<file path="config.mk">
export PLATFORM = sky130hd
export DESIGN_NAME = rbil_sqrt
export DESIGN_NICKNAME = d
export VERILOG_FILES = /design/src/rbil_pkg.sv /design/src/rbil_sqrt.sv
export SDC_FILE = /design/constraint.sdc
export NUM_CORES = 2
export LEC_CHECK = 0
export ABC_AREA = 1
export BUFFER_PORTS_ARGS = -buffer_cell sky130_fd_sc_hd__buf_2
export CORE_MARGIN = 1.5
export CORE_UTILIZATION = 30
export CTS_CLUSTER_DIAMETER = 120
export DETAILED_ROUTE_END_ITERATION = 12
export GPL_TIMING_DRIVEN = 0
export PLACE_DENSITY = 0.47
export SLEW_MARGIN = 20
export SYNTH_ARGS = -nofsm -noshare
export SYNTH_HDL_FRONTEND = slang
export SYNTH_SLANG_ARGS = --single-unit
</file>
<file path="constraint.sdc">
create_clock -name clk -period 8.29 [get_ports clk]
set_input_delay 0.829 -clock clk [delete_from_list [all_inputs] [get_ports clk]]
set_output_delay 0.829 -clock clk [all_outputs]
set_load 0.01 [all_outputs]
</file>
<file path="src/rbil_pkg.sv">
// Shared types and constants of the radial beam image lookup.
// Used by every module of the block; depends on nothing.
`default_nettype none
package rbil_pkg;
	localparam int TABLE_DEPTH_DEF = 16384;
	localparam int SQRT_DIGITS = 32;
	localparam int SQRT_STEPS_DEF = 2;

	localparam logic [1:0] ACT_WR_A = 2'd0;
	localparam logic [1:0] ACT_WR_B = 2'd1;
	localparam logic [1:0] ACT_PIXEL = 2'd2;

	localparam logic [2:0] CFG_SCALE_X = 3'd0;
	localparam logic [2:0] CFG_SCALE_Y = 3'd1;
	localparam logic [2:0] CFG_OFFSET_X = 3'd2;
	localparam logic [2:0] CFG_OFFSET_Y = 3'd3;
	localparam logic [2:0] CFG_MAX_R2 = 3'd4;
	localparam logic [2:0] CFG_R_SCALE = 3'd5;
	localparam logic [2:0] CFG_BLEND_W = 3'd6;

	typedef struct packed {
		logic pix;
		logic wr_a;
		logic wr_b;
		logic outside;
		logic [13:0] tidx;
		logic [15:0] tval;
	} side_t;
endpackage
`default_nettype wire

</file>
<file path="src/rbil_sqrt.sv">
// Pipelined digit-by-digit floor square root of the squared radius.
// Depends on rbil_pkg.
`default_nettype none
module rbil_sqrt #(
	parameter int STEPS = rbil_pkg::SQRT_STEPS_DEF
) (
	input  wire logic clk,
	input  wire logic arst_n,
	input  wire logic en,
	input  wire logic in_vld,
	input  rbil_pkg::side_t in_side,
	input  wire logic [63:0] r2,
	output logic out_vld,
	output rbil_pkg::side_t out_side,
	output logic [31:0] root
);
	import rbil_pkg::*;

	localparam int NST = SQRT_DIGITS / STEPS;

	logic vld_s [NST+1];
	side_t side_s [NST+1];
	logic [34:0] rem_s [NST+1];
	logic [31:0] root_s [NST+1];
	logic [63:0] val_s [NST+1];

	assign vld_s[0] = in_vld;
	assign side_s[0] = in_side;
	assign rem_s[0] = '0;
	assign root_s[0] = '0;
	assign val_s[0] = r2;

	for (genvar g = 0; g < NST; g++) begin : g_stage
		logic [34:0] rem_n;
		logic [31:0] root_n;
		logic [63:0] val_n;

		always_comb begin
			logic [34:0] shifted;
			logic [34:0] trial;
			rem_n = rem_s[g];
			root_n = root_s[g];
			val_n = val_s[g];
			for (int k = 0; k < STEPS; k++) begin
				shifted = {rem_n[32:0], val_n[63:62]};
				trial = {1'b0, root_n, 2'b01};
				val_n = {val_n[61:0], 2'b00};
				if (shifted >= trial) begin
					rem_n = shifted - trial;
					root_n = {root_n[30:0], 1'b1};
				end else begin
					rem_n = shifted;
					root_n = {root_n[30:0], 1'b0};
				end
			end
		end

		always_ff @(posedge clk or negedge arst_n) begin
			if (!arst_n)
				vld_s[g+1] <= 1'b0;
			else if (en)
				vld_s[g+1] <= vld_s[g];
		end

		always_ff @(posedge clk) begin
			if (en) begin
				side_s[g+1] <= side_s[g];
				rem_s[g+1] <= rem_n;
				root_s[g+1] <= root_n;
				val_s[g+1] <= val_n;
			end
		end
	end

	assign out_vld = vld_s[NST];
	assign out_side = side_s[NST];
	assign root = root_s[NST];
endmodule
`default_nettype wire

</file>
# --- After elaboration in Yosys (flattened, before gate mapping) ---
# Index checks and enable logic that the tools add are counted.
# Widths: inputs -> output; s select.
op_classes:
  add_sub_neg: 31
  order_cmp: 32
  muxes: 63
op_table:
  columns: ["operator", "count"]
  rows:
  - ["$mux 33", 31]
  - ["$ge 35x10->1", 1]
  - ["$ge 35x11->1", 1]
  - ["$ge 35x12->1", 1]
  - ["$ge 35x13->1", 1]
  - ["$ge 35x14->1", 1]
  - ["$ge 35x15->1", 1]
  - ["$ge 35x16->1", 1]
  - ["$ge 35x17->1", 1]
  - ["$ge 35x18->1", 1]
  - ["$ge 35x19->1", 1]
  - ["$ge 35x20->1", 1]
  - ["$ge 35x21->1", 1]
  - ["$ge 35x22->1", 1]
  - ["$ge 35x23->1", 1]
  - ["$ge 35x24->1", 1]
  - ["$ge 35x25->1", 1]
  - ["$ge 35x26->1", 1]
  - ["$ge 35x27->1", 1]
  - ["$ge 35x28->1", 1]
  - ["$ge 35x29->1", 1]
  - ["$ge 35x3->1", 1]
  - ["$ge 35x30->1", 1]
  - ["$ge 35x31->1", 1]
  - ["other kinds (41)", 72]
totals:
  register_bits: 1807
  in_bits: 102
  output_inout_bits: 67
  word_cells: 284

# --- Depth between registers and ports, before layout ---
depth:
  ltp_word: 4
  depth_mapped: 33
  ltp_nobuf: 31

# --- Worst setup path before layout ---
# No wires, ideal clock.
synth_timing:
  kind: "register to register"
  from: "reg rem_s[145] in the netlist's numbering"
  to: "reg rem_s[118] in the netlist's numbering (data pin)"
  setup_ps: 261
  arrival_time_ps: 4078
  required_time_ps: 8029
  setup_slack_ps: 3951
  path_stages_with_launch: 29
  path_buffers: 3
  synth_period_minus_slack_ps: 4339
  path_cell_list: "edfxtp_1 > ha_1 > nand2_1 > nor2_1 > inv_1 > a21oi_1 > o21bai_1 > nand3_1 > nand2_1 > nand2_2 > buf_2 > clkinv_1 > clkbuf_1 > nand2_1 > o21ai_0 > ha_1 > a21oi_1 > inv_1 > nor2_1 > o21ai_0 > a211oi_1 > o21ai_1 > nand2_1 > inv_1 > nor2_1 > nand2_1 > inv_2 > buf_4 > o21ai_0"
synth_via:
  elab_chain_len: 4
  word_cells_on_any_way: 7
  classes_between: "add/sub (2); order compare (2); mux (3)"
synth_lines:
  columns: ["element", "line", "rtl"]
  rows:
  - ["start: declaration", "rbil_sqrt.sv:23", "logic [34:0] rem_s [NST+1];"]
  - ["start signal: indexed assignment", "rbil_sqrt.sv:68", "rem_s[g+1] <= rem_n;"]
  - ["$sub 33x26->33 or $ge 35x26->1 (tied branches)", "rbil_sqrt.sv:49, rbil_sqrt.sv:48", null]
  - ["$mux 33 or $mux 1 (tied branches)", "rbil_sqrt.sv:48", "if (shifted >= trial) begin"]
  - ["$sub 33x27->33 or $ge 35x27->1 (tied branches)", "rbil_sqrt.sv:49, rbil_sqrt.sv:48", null]
  - ["$mux 33 (*)", "rbil_sqrt.sv:48", null]
  - ["named net g_stage[12].rem_n[13]", "rbil_sqrt.sv:34", "logic [34:0] rem_n;"]
# Mark *: on every way through the listed nets, which the timed path passes. The rest lies on a longest branch.
# A chain may end at the register's enable or synchronous reset.

# --- Worst setup path after layout ---
layout_timing:
  from: "reg root_s[177] in the netlist's numbering"
  to: "reg rem_s[160] in the netlist's numbering (data pin)"
layout_via:
  elab_chain_len: 4
  word_cells_on_any_way: 7
  classes_between: "add/sub (2); order compare (2); mux (3)"
layout_lines:
  columns: ["element", "line", "rtl"]
  rows:
  - ["start: declaration", "rbil_sqrt.sv:24", "logic [31:0] root_s [NST+1];"]
  - ["start signal: indexed assignment", "rbil_sqrt.sv:69", "root_s[g+1] <= root_n;"]
  - ["$ge 35x24->1 (*)", "rbil_sqrt.sv:48", null]
  - ["$mux 1 (*)", "rbil_sqrt.sv:48", null]
  - ["named net g_stage[11].$5.trial[2]", "rbil_sqrt.sv:40", "logic [34:0] trial;"]
  - ["$sub 33x25->33 or $ge 35x25->1 (tied branches)", "rbil_sqrt.sv:49, rbil_sqrt.sv:48", null]
  - ["$mux 33 (*)", "rbil_sqrt.sv:48", null]
  - ["named net g_stage[11].rem_n[20]", "rbil_sqrt.sv:34", null]
# Marked as above.

==> flow_summary.json <==
{
  "status": "finished clean",
  "cts_sinks": 1785,
  "synth-edff-count": 1769,
  "io_pins": 169,
  "multi_input_area_um2": 47840,
  "crit_path_top_delay_cell": "o21ai_0",
  "cts_tree": "yes",
  "hold-path-cell-count": 1,
  "yosys_register_bits": 1785,
  "syn_avg_cell_area_um2": 8.513,
  "rr_startpoint": "root_s[177]$_DFFE_PP_",
  "netlist_instances": 12810,
  "dr_total_vias": 86170,
  "synth-seq-area-share": 0.4906,
  "r2r_setup_slack_ps": 1530,
  "critPathMaxFanout": 10,
  "fmax_mhz": 148.0,
  "die-area_um2": 367200,
  "max_stage_delay_ps": 600,
  "worst-setup-path-type": "reg2reg",
  "postLayoutCoreUtil": 0.3411,
  "clock_latency_ps": 910,
  "via_per_inst": 4.731,
  "dr.pass1.iters": 6,
  "grt_start_max_net_pins": 145,
  "synthTopCellsByCount": "3461 x nand2_1, 1769 x edfxtp_1, 1699 x inv_1",
  "synth_cell_types": 66,
  "fin_nets": 13900,
  "ant_nets": 0,
  "area_growth_pct": 13.27,
  "initial_utilization": 0.3011,
  "num_rows": 221,
  "grt_antenna_before_repair": 10,
  "dr.first_iter.drc_count": 6459,
  "finalSetupViolations": 0,
  "fillers": 38100,
  "register_area_um2": 53520,
  "routabilityCongestion": 0.9162,
  "period_share": 0.8151,
  "skew_ps": 80.27,
  "holdPathEnd": "g_stage[1].val_n[48]$_DFFE_PP_",
  "synth_top_area_frac": 0.4870,
  "worst-path-buf-inv": 8,
  "hp-start": "r2[40]",
  "drc": 0,
  "routedWlPerCell_um": 17.90,
  "ys_async_sr_fraction": 0.008964,
  "slew_headroom": 0.3074,
  "place_hpwl_mm": 261.1,
  "cp_top_family": "simple AND/OR/NAND/NOR gates",
  "crit_arrival_ps": 7340,
  "cts_max_level": 4,
  "root_buffer": "clkbuf_16",
  "port_buffers": 168,
  "timing.rr.end": "rem_s[160]$_DFFE_PP_",
  "worst_pin_slew_ps": 1029,
  "synth_ff_type": "edfxtp_1",
  "grt_pass1_vias": 82810,
  "cts_resized": 0,
  "yosys.cell_count.top_type": "nand2_1",
  "cts_buffer_depth": 4,
  "die_h_um": 606,
  "start_kind": "register",
  "overflow": 0,
  "clk_pin_slew_ps": 60,
  "critPathRequiredTime_ps": 8880,
  "crit_path_end_kind": "register",
  "drive_above_1_share": 0.07393,
  "cellLeakagePower_nw": 51.64,
  "finalCriticalPeriod_ps": 6758,
  "synth_top_cell_by_area": "edfxtp_1",
  "cts_made_buffers": 212,
  "rsz0062_at_grt": "no",
  "yosys_warnings": 0,
  "postCtsSetupRepairBufs": 0,
  "peakVddDrop_uv": 212.6,
  "cpMostUsedCell": "nand2_1",
  "fp.dieW_um": 606,
  "wl_mm": 326.0,
  "fin_tns_setup_ps": 0,
  "hold_violations": 0,
  "syn-cell-area_um2": 109100,
  "maxCapViolCount": 0,
  "drv_slew": 0,
  "hold_path_class": "in2reg",
  "rr_worst_depth": 28,
  "core_um2": 362200,
  "grt_usage": 0.1730,
  "synth_area_leaders": "edfxtp_1 49%, nand2_1 12%, ha_1 6.4%",
  "grt_pass1_wl_mm": 493.1,
  "power_density_nw_per_um2": 303.8
}
-- routing by layer --
metal,track usage,part of all wire,up-vias
met2,0.2937,0.47,1782
li1,-,-,43830
met1,0.2329,0.46,40150
met4,0.04449,0.026,0
met5,0,0,-
met3,0.02044,0.041,408
-- cell usage in the layout, fill, tap and decap left out, drive strengths merged, types with 5 or more instances in the layout --
cell / synthesis / routed
a31o: 5 / 5
inv: 1736 / 1756
o21a: 29 / 29
nand3: 841 / 841
a31oi: 31 / 31
o2111ai: 5 / 5
clkinvlp: 0 / 14
nand4: 224 / 224
dfrtp: 16 / 16
dlygate4sd3: 0 / 32
a21boi: 14 / 14
clkbuf: 54 / 297
a21oi: 753 / 753
nor3: 180 / 180
clkinv: 3 / 96
o211ai: 15 / 15
xnor2: 273 / 273
nand3b: 44 / 44
bufinv: 0 / 18
ha: 557 / 557
nor2: 1363 / 1363
nor3b: 6 / 6
a221oi: 5 / 5
or2: 48 / 48
a21o: 29 / 29
a211oi: 11 / 11
buf: 123 / 306
and3: 15 / 15
o21ai: 788 / 788
xor2: 217 / 217
nor4: 39 / 39
nand2: 3520 / 3520
o21bai: 61 / 61
edfxtp: 1769 / 1769
and2: 22 / 22
-- worst register-to-register path: cells and delay by family (launching register included) --
family,cells,cell delay [ps]
buf+inv,8,1730
fa+ha+maj,2,750
simple gates,12,1930
flops,1,550
compound gates,6,1500
-- logic make-up after synthesis --
group | share of synthesized area
other | 0.00003438
buffers and inverters | 0.07084
flip-flops | 0.4906
AND/OR/NAND/NOR | 0.2463
XOR/XNOR | 0.03934
AO/OA/AOI/OAI | 0.08892
adder cells (fa/ha/maj) | 0.06389
-- per-stage QoR --
stage / worst slack [ps] / cells / area, µm² / total power [mW] / hold slack, ps
after global routing: 1013 / 18210 / 123600 / 40.33 / 24.06
after global placement: -24770 / 17780 / 115900 / 28.91 / 400.3
after floorplan: 3951 / 12820 / 109100 / 23.35 / 400.3
final: 1532 / 18220 / 123600 / 37.54 / 114.7
after CTS: 1597 / 18210 / 123600 / 37.92 / 0.2145
after detailed placement: 1592 / 17790 / 116400 / 28.34 / 404.5
-- layout make-up --
type | count | area share
Sequential cell | 1785 | 0.4332
Multi-Input combinational cell | 9114 | 0.3872
Inverter | 1739 | 0.05290
Tap cell | 4794 | 0.04855
Clock buffer | 243 | 0.04405
Timing Repair Buffer | 215 | 0.01286
Clock inverter | 145 | 0.01157
Buffer | 177 | 0.009640
Antenna cell | 3 | 0.00006076
-- flip-flops by register name, indices dropped and copies added (netlist names) --
name                cells
root                   32
g_stage.$5.shifted     30
side_s                510
vld_s                  15
out_side               34
rem_s                 473
root_s                240
val_s                  30
g_stage.val_n         420
out_vld                 1
-- worst max path at each step --
stage / startpoint / end / slack (ps) / cells after the start
2_1_floorplan: rem_s[145]$_DFFE_PP_ / rem_s[118]$_DFFE_PP_ / 3950 / 28
3_3_place_gp: en / out_side[26]$_DFFE_PP_ / -24770 / 1
3_5_place_dp: root_s[180]$_DFFE_PP_ / rem_s[160]$_DFFE_PP_ / 1590 / 28
4_1_cts: root_s[180]$_DFFE_PP_ / rem_s[160]$_DFFE_PP_ / 1600 / 28
5_1_grt: root_s[174]$_DFFE_PP_ / rem_s[160]$_DFFE_PP_ / 1010 / 28
6_report: root_s[177]$_DFFE_PP_ / rem_s[160]$_DFFE_PP_ / 1530 / 28
-- power by group --
group | switching (mW) | internal [mW] | total (mW)
Sequential | 0.836 | 11.6 | 12.4
Clock | 3.92 | 5.31 | 9.23
Combinational | 10.8 | 5.10 | 15.9
Total | 15.6 | 22.0 | 37.5
-- timing repair --
| item | CTS | global route |
|---|---|---|
| setup endpoints to repair | 0 | 0 |
| endpoints found under the hold margin | 47 | 0 |
| hold buffers | 32 | 0 |
(Power assumes the default switching activity.)
